===== src/sv/tlbpt_pkg.sv =====
`timescale 1ns / 1ps

package tlbpt_pkg;

  localparam int unsigned ADDR_BITS        = 16;
  localparam int unsigned OFFSET_BITS      = 8;
  localparam int unsigned PAGE_BITS        = ADDR_BITS - OFFSET_BITS;
  localparam int unsigned PAGE_COUNT       = 1 << PAGE_BITS;
  localparam int unsigned PA_BITS          = 15;
  localparam int unsigned STAMP_BITS       = 32;
  localparam int unsigned TLB_ENTRIES_DEF  = 16;
  localparam int unsigned FRAME_COUNT_DEF  = 128;
  localparam int unsigned IN_TDATA_BITS    = 16;
  localparam int unsigned OUT_TDATA_BITS   = 32;
  localparam int unsigned CFG_INDEX_BITS   = 1;

  localparam logic [CFG_INDEX_BITS-1:0] CFG_TLB_USE_LRU   = 1'b0;
  localparam logic [CFG_INDEX_BITS-1:0] CFG_FRAME_USE_LRU = 1'b1;

  typedef enum logic [3:0] {
    ST_IDLE,
    ST_LOOKUP,
    ST_FSCAN,
    ST_OWNER,
    ST_EVICT,
    ST_FILL,
    ST_TSCAN,
    ST_TWRITE,
    ST_STAMP
  } state_e;

  typedef struct packed {
    logic accept;
    logic resolve_hit;
    logic resolve_map;
    logic resolve_free;
    logic resolve_ring;
    logic fscan_start;
    logic fscan_step;
    logic evict;
    logic fill_first;
    logic fill_ring;
    logic tscan_start;
    logic tscan_step;
    logic fill_best;
    logic finish;
  } cmd_t;

  typedef struct packed {
    logic hit;
    logic page_valid;
    logic free_avail;
    logic frame_lru;
    logic tlb_lru;
    logic has_invalid;
    logic fscan_last;
    logic tscan_last;
    logic out_free;
  } sts_t;

endpackage


===== src/sv/tlbpt_ctrl.sv =====
`timescale 1ns / 1ps

module tlbpt_ctrl (
  input  logic              clk_i,
  input  logic              rst_ni,
  input  logic              in_valid_i,
  output logic              in_ready_o,
  input  tlbpt_pkg::sts_t   sts_i,
  output tlbpt_pkg::cmd_t   cmd_o
);

  tlbpt_pkg::state_e state_q, state_d;

  always_ff @(posedge clk_i or negedge rst_ni) begin
    if (!rst_ni) begin
      state_q <= tlbpt_pkg::ST_IDLE;
    end else begin
      state_q <= state_d;
    end
  end

  always_comb begin
    state_d = state_q;
    case (state_q)
      tlbpt_pkg::ST_IDLE: begin
        if (in_valid_i) state_d = tlbpt_pkg::ST_LOOKUP;
      end
      tlbpt_pkg::ST_LOOKUP: begin
        if (sts_i.hit) state_d = tlbpt_pkg::ST_STAMP;
        else if (sts_i.page_valid || sts_i.free_avail) state_d = tlbpt_pkg::ST_FILL;
        else if (!sts_i.frame_lru) state_d = tlbpt_pkg::ST_OWNER;
        else state_d = tlbpt_pkg::ST_FSCAN;
      end
      tlbpt_pkg::ST_FSCAN: begin
        if (sts_i.fscan_last) state_d = tlbpt_pkg::ST_OWNER;
      end
      tlbpt_pkg::ST_OWNER: state_d = tlbpt_pkg::ST_EVICT;
      tlbpt_pkg::ST_EVICT: state_d = tlbpt_pkg::ST_FILL;
      tlbpt_pkg::ST_FILL: begin
        if (!sts_i.tlb_lru || sts_i.has_invalid) state_d = tlbpt_pkg::ST_STAMP;
        else state_d = tlbpt_pkg::ST_TSCAN;
      end
      tlbpt_pkg::ST_TSCAN: begin
        if (sts_i.tscan_last) state_d = tlbpt_pkg::ST_TWRITE;
      end
      tlbpt_pkg::ST_TWRITE: state_d = tlbpt_pkg::ST_STAMP;
      tlbpt_pkg::ST_STAMP: begin
        if (sts_i.out_free) state_d = tlbpt_pkg::ST_IDLE;
      end
      default: state_d = tlbpt_pkg::ST_IDLE;
    endcase
  end

  always_comb begin
    cmd_o      = '0;
    in_ready_o = 1'b0;
    case (state_q)
      tlbpt_pkg::ST_IDLE: begin
        in_ready_o    = 1'b1;
        cmd_o.accept  = in_valid_i;
      end
      tlbpt_pkg::ST_LOOKUP: begin
        if (sts_i.hit) cmd_o.resolve_hit = 1'b1;
        else if (sts_i.page_valid) cmd_o.resolve_map = 1'b1;
        else if (sts_i.free_avail) cmd_o.resolve_free = 1'b1;
        else if (!sts_i.frame_lru) cmd_o.resolve_ring = 1'b1;
        else cmd_o.fscan_start = 1'b1;
      end
      tlbpt_pkg::ST_FSCAN: cmd_o.fscan_step = 1'b1;
      tlbpt_pkg::ST_EVICT: cmd_o.evict = 1'b1;
      tlbpt_pkg::ST_FILL: begin
        if (!sts_i.tlb_lru) cmd_o.fill_ring = 1'b1;
        else if (sts_i.has_invalid) cmd_o.fill_first = 1'b1;
        else cmd_o.tscan_start = 1'b1;
      end
      tlbpt_pkg::ST_TSCAN: cmd_o.tscan_step = 1'b1;
      tlbpt_pkg::ST_TWRITE: cmd_o.fill_best = 1'b1;
      tlbpt_pkg::ST_STAMP: cmd_o.finish = sts_i.out_free;
      default: ;
    endcase
  end

endmodule


===== config.mk =====
export PLATFORM = sky130hd
export DESIGN_NAME = tlbpt_ctrl
export DESIGN_NICKNAME = d
export VERILOG_FILES = /design/src/sv/tlbpt_pkg.sv /design/src/sv/tlbpt_ctrl.sv
export SDC_FILE = /design/constraint.sdc
export NUM_CORES = 1
export LEC_CHECK = 0
export CAP_MARGIN = 20
export CORE_AREA = 2 2 39 41
export CTS_CLUSTER_DIAMETER = 100
export DETAILED_ROUTE_END_ITERATION = 16
export DIE_AREA = 0 0 41 43
export DONT_BUFFER_PORTS = 1
export GPL_TIMING_DRIVEN = 0
export SYNTH_ARGS = -nofsm -noshare
export SYNTH_HDL_FRONTEND = slang
export SYNTH_SLANG_ARGS = --single-unit

===== constraint.sdc =====
create_clock -name clk_i -period 4.3 [get_ports clk_i]
set_input_delay 0.215 -clock clk_i [delete_from_list [all_inputs] [get_ports clk_i]]
set_output_delay 0.215 -clock clk_i [all_outputs]
set_load 0.005 [all_outputs]

==> run summary <==
Number of port buffers - 0
Req. time, crit path - 4.09 ns
Hold slack - 0.152 ns
Status - finished clean
Crit path cell chain - buf_6, or4b_4, nand2b_1, nor3b_1
Drt initial violations - 5
Vias in the first global route - 385
Clock skew - 0.00101 ns
Initial antenna violation count - 0
Leading cell type in the layout, fill and taps excluded - nor3_1
Total power - 0.000258 W
Slew Limit Fails - 0
Syn nets - 66
RePlAce Congestion - 0.791
Largest net degree at the start of global routing - 11
Post-Syn Area per Cell - 7.39 um2
Largest family of logic cells by synthesized area - simple AND/OR/NAND/NOR gates
Ant diodes - 0
Yosys reg bits - 4
Net Sw Frac - 0.449
Max clock buf depth - 2
Leakage power - 0.166 nW
Post-Synthesis Cell Area - 399 um2
RSZ-0062 raised after global routing - false
DP Area - 419 um2
Drt first pass iters - 5
Peak fanout along the critical path - 9
Tcrit/Tclk final - 0.454
Clock transition at the registers of the reported paths - 0.04 ns
Fin worst setup slack - 2.35 ns
Synth Area in Simple Gates - 0.461
Maximum VDD drop - 0.000172 V
Post-Synth Adder-Cell Area - 0
GR Util All Layers - 0.130
Largest Register - state_q
Grt total ovfl - 0
WS Path Type - register to output pin
Max-cap violations - 0
Worst hold path type - input port to register
Slowest stage cell on the critical path - or4b_4
Pre-CTS setup slack - 2.54 ns
H-tree depth reported by CTS - 1
Pwr dens - 571 nW/um2
Crit start category - register
Starting density of the core - 0.288
Mapped Cells - 54
Vias per cell - 5.61
Most frequent cells in the layout - nor3_1 (6), nand2b_1 (5), nor2_1 (5)
Core footprint - 1380 um2
Final wirelength - 1030 um
Nets - 72
WP data arrival - 1.74 ns
DR WL/cell - 13.9 um
Area grow syn2layout - 13.2%
CP endpoint kind - output pin
Setup bufs post-CTS - 0
Vias - 415
I/O pin count - 27
P_int - 0.000142 W
Total CTS buffers - 3
Yosys warnings - 0
Die width - 41 um
Root Driver - clkbuf_4
Slowest stage delay, CP - 0.54 ns
Count of cell types in the netlist - 25
Min Clock Period, post-route - 1.95 ns
CTS tree - done
Sink Count - 4
Max FFs per register - 4
Clock power share - 0.185
Fmax - 512 MHz
NetSw - 0.000116 W
Worst-Skew Late Latency - 0.24 ns
Top cell family by delay on the critical path - simple AND/OR/NAND/NOR gates
Row cnt - 14
CP bufs+invs - 1
Layout cell share with drive strength beyond 1 - 0.103
Final hold vios - 0
Compound-Gate Fraction of Synth Area - 0.185
Post-route cell area - 452 um2
Mux contribution to synthesized area - 0
Setup_tns - 0 ns
Antenna viol nets, final - 0
Global-route wire length before repair - 1590 um
Residual DRC count - 0
Chip height - 43 um
Worst slew pin tran - 0.393 ns
Rel. slew slack - 0.736
Comb power frac - 0.579
Seq/Total Area, Yosys - 0.251
Part of the power in registers - 0.236
Top flop regs - state_q: 4 flops
Post-Synth XOR/XNOR Area - 0
Detailed placement HPWL - 788 um
Die footprint - 1760 um2
Endpoints failing setup - 0
[Yosys cell counts]
master	n	area share
a2111o_1	1	0.028
a211oi_1	1	0.019
a21o_1	1	0.019
a22o_1	1	0.022
a31oi_1	1	0.016
and2_1	2	0.031
and3_1	1	0.016
buf_6	1	0.028
clkbuf_1	4	0.038
dfrtp_1	4	0.25
inv_1	4	0.038
nand2_1	4	0.038
nand2b_1	5	0.078
nand3b_1	1	0.019
nor2_1	5	0.047
nor3_1	6	0.075
nor3b_1	2	0.038
nor4_1	3	0.047
o211ai_1	1	0.019
o311ai_0	1	0.022
o31ai_1	1	0.019
o32ai_1	1	0.022
or3_1	1	0.016
or3b_2	1	0.022
or4b_4	1	0.034
[metal layers]
layer | track usage | wire length, um | vias up | part of all wire
met1 | 0.187 | 442 | 197 | 0.43
met4 | 0.0400 | 0 | 0 | 0
met5 | 0 | 0 | - | 0
met2 | 0.184 | 508 | 13 | 0.49
li1 | - | - | 205 | -
met3 | 0.0314 | 77 | 0 | 0.075
[cell type report]
type	count	area [um2]
fill	160	932
buffer	5	26.3
multi-input combinational	41	258
inverter	4	15.0
tap	16	20.0
sequential	4	100
clock buffer	3	22.5
timing repair buffer	1	10.0
[final timing paths]
kind / to / start / depth (start not counted) / slack [ns]
setup reg to reg: state_q[0] / state_q[3] / 4 / 2.54
hold reg to reg: state_q[0] / state_q[3] / 2 / 0.55
max in group asynchronous: state_q[3] / rst_ni / 1 / 3.87
hold / removal: state_q[0] / sts_i[8] / 2 / 0.15
setup / recovery: cmd_o[10] / state_q[3] / 4 / 2.35
min in group asynchronous: state_q[0] / rst_ni / 1 / 0.25
[repair_timing]
action,CTS,global route
resized for setup,0,0
hold endpoints to repair,4,0
hold buffers,1,0
[stage by stage]
step,util,std cells
final,0.326,74
after global routing,0.326,74
after CTS,0.326,74
after detailed placement,0.303,70
after global placement,0.303,70
after floorplan,-,54
[cells by family (layout without fill, tap and decap cells)]
| group | Yosys count | after routing |
|---|---|---|
| buffers and inverters | 9 | 13 |
| flip-flops | 4 | 4 |
| AND/OR/NAND/NOR | 32 | 32 |
| AO/OA/AOI/OAI | 9 | 9 |
[power groups by stage]
stage,Clock [W],Combinational [W],Sequential [W]
finish,0.0000477,0.000149,0.0000608
floorplan,0,0.000123,0.0000584
global placement,0,0.000148,0.0000599
global route,0.0000519,0.000169,0.0000622
detailed placement,0,0.000148,0.0000612
CTS,0.0000493,0.000150,0.0000606
Power figures use the tool's default switching activity.
